### src/rtl/core/lru_key_value_cache_assert.svh
// Assertion macros shared by the LRU key-value cache RTL.
`ifndef LRU_KEY_VALUE_CACHE_ASSERT_SVH
`define LRU_KEY_VALUE_CACHE_ASSERT_SVH

// Condition holds at every clock edge outside reset.
`define LKVC_ASSERT_ALWAYS(lbl, clk, rst_n, cond) \
  lbl: assert property (@(posedge clk) disable iff (!rst_n) (cond)) \
    else $error("lkvc: invariant violated");

// Antecedent implies consequent in the same cycle.
`define LKVC_ASSERT_IMPLIES(lbl, clk, rst_n, ante, cons) \
  lbl: assert property (@(posedge clk) disable iff (!rst_n) (ante) |-> (cons)) \
    else $error("lkvc: same-cycle implication violated");

// Antecedent implies consequent in the next cycle.
`define LKVC_ASSERT_NEXT(lbl, clk, rst_n, ante, cons) \
  lbl: assert property (@(posedge clk) disable iff (!rst_n) (ante) |=> (cons)) \
    else $error("lkvc: next-cycle implication violated");

`endif

### src/rtl/core/lkvc_pkg.sv
// Package: sizes, codes, command struct and encoders for the LRU key-value cache.
`default_nettype none

package lkvc_pkg;

  localparam int ENTRIES = 16;
  localparam int IDX_W   = (ENTRIES > 1) ? $clog2(ENTRIES) : 1;
  localparam int CNT_W   = $clog2(ENTRIES + 1);
  localparam int KEY_W   = 32;
  localparam int VAL_W   = 32;
  localparam int CAP_W   = 5;
  localparam int CMP_W   = (CNT_W > CAP_W) ? CNT_W : CAP_W;

  localparam logic [CAP_W-1:0] CAP_RESET  = CAP_W'(16);
  localparam logic [VAL_W-1:0] MISS_VALUE = '1;

  localparam logic ACTION_GET = 1'b0;
  localparam logic ACTION_PUT = 1'b1;

  typedef enum logic [2:0] {
    ST_IDLE   = 3'b001,
    ST_MATCH  = 3'b010,
    ST_UPDATE = 3'b100
  } lkvc_state_e;

  typedef struct packed {
    logic load_req;  // latch the request on its transfer
    logic capture;   // register compare and search results
    logic commit;    // apply the state update and load the result
  } lkvc_cmd_t;

  // Encode a one-hot (or zero) vector into an index.
  function automatic logic [IDX_W-1:0] onehot_to_idx(input logic [ENTRIES-1:0] vec);
    logic [IDX_W-1:0] idx;
    idx = '0;
    for (int i = 0; i < ENTRIES; i++) begin
      if (vec[i]) idx = idx | IDX_W'(i);
    end
    return idx;
  endfunction

  // Index of the lowest set bit, zero if none.
  function automatic logic [IDX_W-1:0] lowest_set(input logic [ENTRIES-1:0] vec);
    logic [IDX_W-1:0] idx;
    idx = '0;
    for (int i = ENTRIES - 1; i >= 0; i--) begin
      if (vec[i]) idx = IDX_W'(i);
    end
    return idx;
  endfunction

endpackage

`default_nettype wire

### src/rtl/core/lkvc_req_if.sv
// Request channel: valid/ready handshake carrying action, key and value.
`default_nettype none

interface lkvc_req_if;
  import lkvc_pkg::*;

  logic                    valid;
  logic                    ready;
  logic                    action;
  logic signed [KEY_W-1:0] lookup_key;
  logic signed [VAL_W-1:0] write_value;

  modport source (output valid, output action, output lookup_key, output write_value,
                  input ready);
  modport sink   (input valid, input action, input lookup_key, input write_value,
                  output ready);
endinterface

`default_nettype wire

### src/rtl/core/lkvc_rsp_if.sv
// Response channel: valid/ready handshake carrying hit flag and value.
`default_nettype none

interface lkvc_rsp_if;
  import lkvc_pkg::*;

  logic                    valid;
  logic                    ready;
  logic                    found;
  logic signed [VAL_W-1:0] read_value;

  modport source (output valid, output found, output read_value, input ready);
  modport sink   (input valid, input found, input read_value, output ready);
endinterface

`default_nettype wire

### src/rtl/core/lkvc_datapath.sv
// Datapath: entry store, parallel key compare, recency ranks and result register.
`default_nettype none
`include "lru_key_value_cache_assert.svh"

module lkvc_datapath (
  input  logic                             clk_i,
  input  logic                             rst_ni,
  input  lkvc_pkg::lkvc_cmd_t              cmd_i,
  input  logic                             req_action_i,
  input  logic signed [lkvc_pkg::KEY_W-1:0] req_key_i,
  input  logic signed [lkvc_pkg::VAL_W-1:0] req_value_i,
  input  logic                             cfg_we_i,
  input  logic [lkvc_pkg::CAP_W-1:0]       cfg_wdata_i,
  output logic                             found_o,
  output logic signed [lkvc_pkg::VAL_W-1:0] read_value_o
);
  import lkvc_pkg::*;

  // Latched request
  logic             action_q;
  logic [KEY_W-1:0] key_q;
  logic [VAL_W-1:0] wval_q;

  // Entry store
  logic [ENTRIES-1:0] valid_q;
  logic [KEY_W-1:0]   entry_key_q   [ENTRIES];
  logic [VAL_W-1:0]   entry_value_q [ENTRIES];
  logic [IDX_W-1:0]   rank_q        [ENTRIES];
  logic [CNT_W-1:0]   used_q;
  logic [CAP_W-1:0]   cap_q;

  // Registered lookup results
  logic [ENTRIES-1:0] hit_vec_q;
  logic               hit_q;
  logic [IDX_W-1:0]   hit_idx_q;
  logic [IDX_W-1:0]   free_idx_q;
  logic [ENTRIES-1:0] victim_vec_q;
  logic [IDX_W-1:0]   victim_idx_q;
  logic               room_q;

  // Result register
  logic             found_q;
  logic [VAL_W-1:0] read_value_q;

  logic [ENTRIES-1:0] hit_vec_d;
  logic [ENTRIES-1:0] victim_vec_d;
  logic [IDX_W-1:0]   last_rank;
  logic [CMP_W-1:0]   eff_cap;
  logic               room_d;

  logic [IDX_W-1:0] slot;
  logic [IDX_W-1:0] old_rank;
  logic             age_all;
  logic             do_change;
  logic             do_fill;

  // Clamp the configured capacity to 1 .. ENTRIES
  always_comb begin
    if (cap_q == '0) begin
      eff_cap = CMP_W'(1);
    end else if (CMP_W'(cap_q) > CMP_W'(ENTRIES)) begin
      eff_cap = CMP_W'(ENTRIES);
    end else begin
      eff_cap = CMP_W'(cap_q);
    end
  end

  // Compare the key against every entry; the LRU entry holds rank used-1
  assign last_rank = IDX_W'(used_q - CNT_W'(1));
  assign room_d    = CMP_W'(used_q) < eff_cap;

  always_comb begin
    for (int i = 0; i < ENTRIES; i++) begin
      hit_vec_d[i]    = valid_q[i] && (entry_key_q[i] == key_q);
      victim_vec_d[i] = valid_q[i] && (rank_q[i] == last_rank);
    end
  end

  // Hold the request
  always_ff @(posedge clk_i) begin
    if (cmd_i.load_req) begin
      action_q <= req_action_i;
      key_q    <= req_key_i;
      wval_q   <= req_value_i;
    end
  end

  // Register compare and search results
  always_ff @(posedge clk_i) begin
    if (cmd_i.capture) begin
      hit_vec_q    <= hit_vec_d;
      hit_q        <= |hit_vec_d;
      hit_idx_q    <= onehot_to_idx(hit_vec_d);
      free_idx_q   <= lowest_set(~valid_q);
      victim_vec_q <= victim_vec_d;
      victim_idx_q <= onehot_to_idx(victim_vec_d);
      room_q       <= room_d;
    end
  end

  // Pick the target slot and the rank boundary for aging
  always_comb begin
    do_change = hit_q || (action_q == ACTION_PUT);
    do_fill   = (action_q == ACTION_PUT) && !hit_q && room_q;
    age_all   = 1'b0;
    if (hit_q) begin
      slot     = hit_idx_q;
      old_rank = rank_q[hit_idx_q];
    end else if (room_q) begin
      slot     = free_idx_q;
      old_rank = '0;
      age_all  = 1'b1;
    end else begin
      slot     = victim_idx_q;
      old_rank = last_rank;
    end
  end

  // Update valid bits, ranks, fill count and capacity
  always_ff @(posedge clk_i or negedge rst_ni) begin
    if (!rst_ni) begin
      valid_q <= '0;
      used_q  <= '0;
      cap_q   <= CAP_RESET;
      for (int i = 0; i < ENTRIES; i++) begin
        rank_q[i] <= '0;
      end
    end else begin
      if (cfg_we_i) begin
        cap_q <= cfg_wdata_i;
      end
      if (cmd_i.commit && do_change) begin
        for (int i = 0; i < ENTRIES; i++) begin
          if (IDX_W'(i) == slot) begin
            rank_q[i] <= '0;
          end else if (valid_q[i] && (age_all || rank_q[i] < old_rank)) begin
            rank_q[i] <= rank_q[i] + IDX_W'(1);
          end
        end
      end
      if (cmd_i.commit && do_fill) begin
        valid_q[slot] <= 1'b1;
        used_q        <= used_q + CNT_W'(1);
      end
    end
  end

  // Write key and value on a put
  always_ff @(posedge clk_i) begin
    if (cmd_i.commit && (action_q == ACTION_PUT)) begin
      entry_key_q[slot]   <= key_q;
      entry_value_q[slot] <= wval_q;
    end
  end

  // Load the result register
  always_ff @(posedge clk_i) begin
    if (cmd_i.commit) begin
      found_q <= hit_q;
      if (action_q == ACTION_PUT) begin
        read_value_q <= wval_q;
      end else if (hit_q) begin
        read_value_q <= entry_value_q[hit_idx_q];
      end else begin
        read_value_q <= MISS_VALUE;
      end
    end
  end

  assign found_o      = found_q;
  assign read_value_o = read_value_q;

  `LKVC_ASSERT_ALWAYS(a_used_matches_valid, clk_i, rst_ni, $countones(valid_q) == int'(used_q))
  `LKVC_ASSERT_IMPLIES(a_hit_unique, clk_i, rst_ni, cmd_i.commit, $onehot0(hit_vec_q))
  `LKVC_ASSERT_IMPLIES(a_victim_exists, clk_i, rst_ni,
    cmd_i.commit && (action_q == ACTION_PUT) && !hit_q && !room_q, $onehot(victim_vec_q))

endmodule

`default_nettype wire

### src/rtl/core/lkvc_ctrl.sv
// Controller: request sequencing state machine and result valid flag.
`default_nettype none
`include "lru_key_value_cache_assert.svh"

module lkvc_ctrl (
  input  logic                clk_i,
  input  logic                rst_ni,
  input  logic                req_valid_i,
  input  logic                rsp_ready_i,
  output logic                req_ready_o,
  output logic                rsp_valid_o,
  output lkvc_pkg::lkvc_cmd_t cmd_o
);
  import lkvc_pkg::*;

  lkvc_state_e state_q, state_d;
  logic        out_valid_q, out_valid_d;

  // Decode commands from the current state
  always_comb begin
    cmd_o.load_req = (state_q == ST_IDLE) && req_valid_i;
    cmd_o.capture  = (state_q == ST_MATCH);
    cmd_o.commit   = (state_q == ST_UPDATE) && (!out_valid_q || rsp_ready_i);
  end

  // Advance through accept, compare and commit
  always_comb begin
    state_d = state_q;
    case (state_q)
      ST_IDLE: begin
        if (req_valid_i) state_d = ST_MATCH;
      end
      ST_MATCH: begin
        state_d = ST_UPDATE;
      end
      ST_UPDATE: begin
        if (cmd_o.commit) state_d = ST_IDLE;
      end
      default: begin
        state_d = ST_IDLE;
      end
    endcase
  end

  // Set on commit, drop once the result transfer completes
  always_comb begin
    if (cmd_o.commit) begin
      out_valid_d = 1'b1;
    end else if (rsp_ready_i) begin
      out_valid_d = 1'b0;
    end else begin
      out_valid_d = out_valid_q;
    end
  end

  always_ff @(posedge clk_i or negedge rst_ni) begin
    if (!rst_ni) begin
      state_q     <= ST_IDLE;
      out_valid_q <= 1'b0;
    end else begin
      state_q     <= state_d;
      out_valid_q <= out_valid_d;
    end
  end

  assign req_ready_o = (state_q == ST_IDLE);
  assign rsp_valid_o = out_valid_q;

  `LKVC_ASSERT_NEXT(a_accept_to_match, clk_i, rst_ni, req_valid_i && req_ready_o,
    state_q == ST_MATCH)
  `LKVC_ASSERT_NEXT(a_match_to_update, clk_i, rst_ni, state_q == ST_MATCH,
    state_q == ST_UPDATE)
  `LKVC_ASSERT_NEXT(a_commit_sets_valid, clk_i, rst_ni, cmd_o.commit,
    out_valid_q && state_q == ST_IDLE)
  `LKVC_ASSERT_IMPLIES(a_busy_not_ready, clk_i, rst_ni, state_q != ST_IDLE, !req_ready_o)

endmodule

`default_nettype wire

### src/rtl/core/lru_key_value_cache.sv
// Top level: LRU key-value cache built from controller and datapath.
//
// Fully associative store of lkvc_pkg::ENTRIES key/value pairs with least-recently-used
// replacement. Each request passes the states idle (its transfer), match, which
// compares the key against every entry in parallel and locates the free and LRU entries,
// and update, whose commit updates ranks, writes the entry and loads the result
// register; a new request is taken the cycle after commit, so a request is not accepted
// before the previous one commits. The result register lets the next request in while a
// result still waits; a commit stalls only while the previous result is not yet taken.
// The capacity register (reset 16) is written with cfg_we_i; 0 acts as 1, values above
// the entry count saturate, and write it only while no request is in flight.
`default_nettype none

module lru_key_value_cache (
  input  logic                       clk_i,
  input  logic                       rst_ni,
  lkvc_req_if.sink                   req_i,
  lkvc_rsp_if.source                 rsp_o,
  input  logic                       cfg_we_i,
  input  logic [lkvc_pkg::CAP_W-1:0] cfg_wdata_i
);
  import lkvc_pkg::*;

  lkvc_cmd_t cmd;

  lkvc_ctrl u_ctrl (
    .clk_i       (clk_i),
    .rst_ni      (rst_ni),
    .req_valid_i (req_i.valid),
    .rsp_ready_i (rsp_o.ready),
    .req_ready_o (req_i.ready),
    .rsp_valid_o (rsp_o.valid),
    .cmd_o       (cmd)
  );

  lkvc_datapath u_datapath (
    .clk_i        (clk_i),
    .rst_ni       (rst_ni),
    .cmd_i        (cmd),
    .req_action_i (req_i.action),
    .req_key_i    (req_i.lookup_key),
    .req_value_i  (req_i.write_value),
    .cfg_we_i     (cfg_we_i),
    .cfg_wdata_i  (cfg_wdata_i),
    .found_o      (rsp_o.found),
    .read_value_o (rsp_o.read_value)
  );

endmodule

`default_nettype wire

### src/flat_wrapper.sv
// flat-port wrapper written by rule: the top's interface ports become plain ports
module lru_key_value_cache_flat import lkvc_pkg::*;
  (clk_i, rst_ni, cfg_we_i, cfg_wdata_i, req_i_valid, req_i_action, req_i_lookup_key, req_i_write_value, req_i_ready, rsp_o_valid, rsp_o_found, rsp_o_read_value, rsp_o_ready);
  lkvc_req_if req_i_i ();
  lkvc_rsp_if rsp_o_i ();
  input  logic clk_i;
  input  logic rst_ni;
  input  logic cfg_we_i;
  input  logic [lkvc_pkg::CAP_W-1:0] cfg_wdata_i;
  input wire logic [$bits(req_i_i.valid)-1:0] req_i_valid;
  input wire logic [$bits(req_i_i.action)-1:0] req_i_action;
  input wire logic [$bits(req_i_i.lookup_key)-1:0] req_i_lookup_key;
  input wire logic [$bits(req_i_i.write_value)-1:0] req_i_write_value;
  output wire logic [$bits(req_i_i.ready)-1:0] req_i_ready;
  output wire logic [$bits(rsp_o_i.valid)-1:0] rsp_o_valid;
  output wire logic [$bits(rsp_o_i.found)-1:0] rsp_o_found;
  output wire logic [$bits(rsp_o_i.read_value)-1:0] rsp_o_read_value;
  input wire logic [$bits(rsp_o_i.ready)-1:0] rsp_o_ready;
  assign req_i_i.valid = req_i_valid;
  assign req_i_i.action = req_i_action;
  assign req_i_i.lookup_key = req_i_lookup_key;
  assign req_i_i.write_value = req_i_write_value;
  assign req_i_ready = req_i_i.ready;
  assign rsp_o_valid = rsp_o_i.valid;
  assign rsp_o_found = rsp_o_i.found;
  assign rsp_o_read_value = rsp_o_i.read_value;
  assign rsp_o_i.ready = rsp_o_ready;
  lru_key_value_cache u_core (.clk_i(clk_i), .rst_ni(rst_ni), .req_i(req_i_i), .rsp_o(rsp_o_i), .cfg_we_i(cfg_we_i), .cfg_wdata_i(cfg_wdata_i));
endmodule
### config.mk
export PLATFORM = sky130hd
export DESIGN_NAME = lru_key_value_cache_flat
export DESIGN_NICKNAME = d
export VERILOG_FILES = /design/src/rtl/core/lkvc_pkg.sv /design/src/rtl/core/lkvc_req_if.sv /design/src/rtl/core/lkvc_rsp_if.sv /design/src/rtl/core/lkvc_datapath.sv /design/src/rtl/core/lkvc_ctrl.sv /design/src/rtl/core/lru_key_value_cache.sv /design/src/flat_wrapper.sv
export VERILOG_INCLUDE_DIRS = /design/src /design/src/rtl/core
export SDC_FILE = /design/constraint.sdc
export NUM_CORES = 2
export LEC_CHECK = 0
export ABC_AREA = 1
export BUFFER_PORTS_ARGS = -buffer_cell sky130_fd_sc_hd__buf_4
export CAP_MARGIN = 10
export CELL_PAD_IN_SITES_DETAIL_PLACEMENT = 1
export CELL_PAD_IN_SITES_GLOBAL_PLACEMENT = 1
export CORE_ASPECT_RATIO = 0.8
export CORE_UTILIZATION = 52
export DETAILED_ROUTE_END_ITERATION = 7
export MAX_ROUTING_LAYER = met4
export PLACE_DENSITY_LB_ADDON = 0.1
export RECOVER_POWER = 50
export SYNTH_ARGS = -nofsm -noshare
export SYNTH_HDL_FRONTEND = slang
export SYNTH_HIERARCHICAL = 1
export SYNTH_SLANG_ARGS = --single-unit
export TNS_END_PERCENT = 30
### constraint.sdc
create_clock -name clk_i -period 5.2 [get_ports clk_i]
set_input_delay 0.52 -clock clk_i [delete_from_list [all_inputs] [get_ports clk_i]]
set_output_delay 0.52 -clock clk_i [all_outputs]
set_load 0.1 [all_outputs]
==> flow_summary_export.csv <==
group,metric,value,unit
placed_design,placed_cells,5741,
detailed_routing,wl,180,mm
worst_setup_path,start_kind,"flop",
power,p_leak,21.4,nW
detailed_routing,ant_nets,0,
yosys,synthSimpleGateAreaFrac,12.2,%
worst_setup_path,crit_path_top_delay_cell,"clkbuf_1",
sta,slew-limit-headroom,-86.9,%
outcome,status,"complete, but fails checks",
yosys,synth_nets,4548,
final_layout,layout_common_cells,"edfxtp_1, nand2_1, o21ai_0, nor2_1, inv_1",
placed_design,dp.final_hpwl,107,mm
yosys,synth_seq_area_share,68.4,%
die,die_x,360,µm
global_route,antenna_found_initial,14,
sta,skew,66.5,ps
clocking,clock_latency,760,ps
worst_hold_path,worstHoldStart,"cfg_wdata_i[2]",
worst_setup_path,crit_cells,13,
clocking,cts-root-buf,"clkbuf_16",
worst_setup_path,max_stage_delay,1360,ps
placed_design,port_buffers,109,
sta,worst_pin_slew,2800,ps
yosys,syn_inst,4418,
worst_setup_path,reg2reg_slack,540,ps
worst_setup_path,r2r_end,"u_core/u_datapath/hit_idx_q[1]",
worst_setup_path,path_cells,"clkbuf_1 > clkinv_1 > buf_4 > buf_4 > nand2_1 > o21ai_0 > nor2_1 > o2111ai_1 > nor4_1 > buf_4 > nand3_1 > nand4_1 > nand3b_1",
die,dieArea,0.104,mm²
global_route,grt_first_pass_wirelength,264,mm
detailed_routing,via_per_inst,6.40,
clocking,cts.sinks,1230,
final_layout,fin_nets,4736,
yosys,muxShareOfSynthArea,0,%
clocking,htreeDepth,3,
detailed_routing,vias,38700,
die,num_rows,104,
sta,rsz0062_at_grt,"no",
sta,min_period_over_period,89.7,%
global_route,grt.overflow.total,0,
clocking,numCtsBuffers,120,
sta,timing.fmax,214,MHz
yosys,synth_compound_area_share,10.5,%
worst_setup_path,worst-setup-path-type,"reg2reg",
sta,min_period,4660,ps
worst_setup_path,cp_common_cell,"buf_4",
worst_setup_path,crit_fanout,21,
worst_setup_path,startpoint,"u_core/u_datapath/key_q[21]",
power,power_density,435,mW/mm²
yosys,synthArstFlopShare,7.64,%
global_route,track_usage,35.7,%
worst_setup_path,path_delay_family,"buffers and inverters",
sta,slew_viol_final,695,
sta,hold_violations,0,
yosys,ys_warn_count,6,
detailed_routing,firstDrtPassIters,5,
worst_setup_path,critPathBufInv,5,
clocking,postCtsSetupRepairBufs,0,
yosys,ys_ff_latch,1230,
clocking,cts_tree,"done",
worst_hold_path,whs_path_depth,3,
yosys,yosys.area_share.adder,1.29,%
die,fp.dieH,288,µm
detailed_routing,drc,0,
final_layout,fillers,10100,
flow_run,cap_viol_max_count,27,
detailed_routing,first_iter_violations,5154,
yosys,synth-edff-count,1136,
final_layout,fin_cells,6044,
yosys,synthesis.area,0.0533,mm²
clocking,path_clk_slew,60,ps
outcome,violations,"capacitance limit, slew limit",
worst_setup_path,end_kind,"flop",
final_layout,drive_gt1_share,10.0,%
global_route,grt_max_degree,249,
final_layout,layout_commonest_cell,"edfxtp_1",
die,start_util,52.7,%
worst_setup_path,r2r_start,"u_core/u_datapath/key_q[21]",
die,io_pins,110,
placed_design,place.gp.congestion,0.914,
worst_setup_path,endpoint,"u_core/u_datapath/hit_idx_q[1]",
yosys,synth_top_family_by_area,"simple AND/OR/NAND/NOR gates",
power,ir_drop,432,µV
worst_setup_path,worstPathArrival,5250,ps
worst_setup_path,reg2reg_depth,13,
clocking,clockBufferDepth,3,
yosys,synth.distinct_cells,51,
yosys,synth_xor_area_share,3.80,%
yosys,avgSynthCellArea,12.1,µm²
detailed_routing,routedWlPerCell,29.8,µm
sta,setup_viol,0,
global_route,grt_pass1_vias,39700,
worst_hold_path,min_path_type,"in2reg",
die,core-area,0.101,mm²
final_layout,area.growth.synth_to_final,13.6,%
yosys,synthFlopType,"edfxtp_1",
worst_setup_path,critPathRequiredTime,5790,ps
sta,finalSetupTns,0,ps
where the power goes:
group	internal, W	switching, W	leakage, nW	total [W]
Clock	0.00513	0.00393	1.98	0.00906
Sequential	0.0116	0.000656	11.4	0.0123
Combinational	0.00137	0.00367	8.01	0.00504
Total	0.0181	0.00826	21.4	0.0264
layer usage:
layer  wire (µm)  part of all wire [%]  global-route usage [%]  up-vias
met5           0                     0                       -        -
met4        4880                   2.7                    9.90        0
met3       19500                    11                    7.81      348
met2       80600                    45                    52.9     2017
met1       75000                    42                    49.9    19900
li1            -                     -                       -    16500
state kept, by name, summed over array words and instances, names as in the netlist:
name                             cells
u_core/u_datapath/hit_idx_q          4
u_core/u_ctrl/state_q                3
u_core/u_datapath/action_q           1
u_core/u_datapath/victim_idx_q       4
u_core/u_datapath/used_q             5
u_core/u_datapath/read_value_o      32
u_core/u_datapath/key_q             32
u_core/u_datapath/wval_q            32
u_core/u_ctrl/rsp_valid_o            1
u_core/u_datapath/hit_q              1
u_core/u_datapath/rank_q            64
u_core/u_datapath/free_idx_q         4
u_core/u_datapath/cap_q              5
u_core/u_datapath/entry_key_q      512
u_core/u_datapath/valid_q           16
u_core/u_datapath/entry_value_q    512
u_core/u_datapath/found_o            1
u_core/u_datapath/room_q             1
metrics by stage:
| stage | setup WS (ps) | area, µm² | power [W] | hold WS (ps) | utilization [%] |
|---|---|---|---|---|---|
| CTS | 1400 | 60700 | 0.0263 | 14.1 | 60.0 |
| global placement | 1490 | 56000 | 0.0171 | 467 | 55.4 |
| finish | 537 | 60600 | 0.0264 | 50.2 | 59.9 |
| floorplan | 172 | 53300 | 0.0151 | 224 | - |
| global route | 586 | 60500 | 0.0271 | 35.2 | 59.9 |
| detailed placement | 1420 | 56000 | 0.0173 | 465 | 55.4 |
Yosys cell counts, types with 5 or more instances:
cell	n	area share, %
edfxtp_1	1136	64
nand2_1	631	4.4
nor2_1	467	3.3
o21ai_0	463	4.3
inv_1	251	1.8
nand3_1	168	1.6
clkbuf_1	152	1.1
xnor2_1	140	2.3
o22ai_1	111	1.3
o221ai_1	106	1.7
nand4_1	102	1.2
dfrtp_1	92	4.3
xor2_1	88	1.4
ha_1	55	1.3
a21oi_1	49	0.46
a22o_1	46	0.76
buf_2	42	0.39
or2_2	34	0.40
a221oi_1	30	0.49
nor3_1	25	0.23
a211oi_1	24	0.34
nor4_1	23	0.27
o211ai_1	20	0.28
nand2_2	18	0.21
buf_1	15	0.11
o21ai_1	14	0.13
clkinv_1	13	0.092
nand3_2	13	0.24
a21oi_2	10	0.16
o2111ai_1	10	0.16
buf_4	9	0.13
nand3b_1	9	0.13
and3_1	6	0.070
buf_6	6	0.13
nor4b_1	5	0.082
o41ai_1	5	0.082
cells by family (layout without fill, tap and decap cells):
family,Yosys count,after routing
compound gates,905,905
xor+xnor,229,229
other cells,0,8
flops,1230,1230
simple gates,1505,1505
buf+inv,494,787
fa+ha+maj,55,55
cell type report:
| type | instances | area, µm² | area share, % |
|---|---|---|---|
| repair buffers | 291 | 2320 | 3.83 |
| clock inverters | 86 | 958 | 1.58 |
| clock buffers | 141 | 3100 | 5.12 |
| multi-input cells | 2694 | 15000 | 24.8 |
| well taps | 1325 | 1660 | 2.74 |
| flip-flops and latches | 1230 | 36500 | 60.2 |
| diodes | 8 | 20.0 | 0.0331 |
| inverters | 269 | 1020 | 1.69 |
worst min path at each step:
stage	end	slack [ps]
finish	u_core/u_datapath/cap_q[2]	50
global route	u_core/u_ctrl/state_q[0]	40
CTS	u_core/u_datapath/cap_q[2]	10
detailed placement	u_core/u_datapath/used_q[4]	470
global placement	u_core/u_datapath/used_q[4]	470
floorplan	u_core/u_ctrl/rsp_valid_o	220
worst min-delay path: stages:
cell and delay [ps]:
buf_4 80, nand2_1 50, o21ai_0 60
timing repair:
item | 4_1_cts | 5_1_grt
hold buffers | 68 | 0
endpoints found under the hold margin | 112 | 0
resized for setup | 0 | 0
No activity file was read; power rests on OpenSTA's default activity.
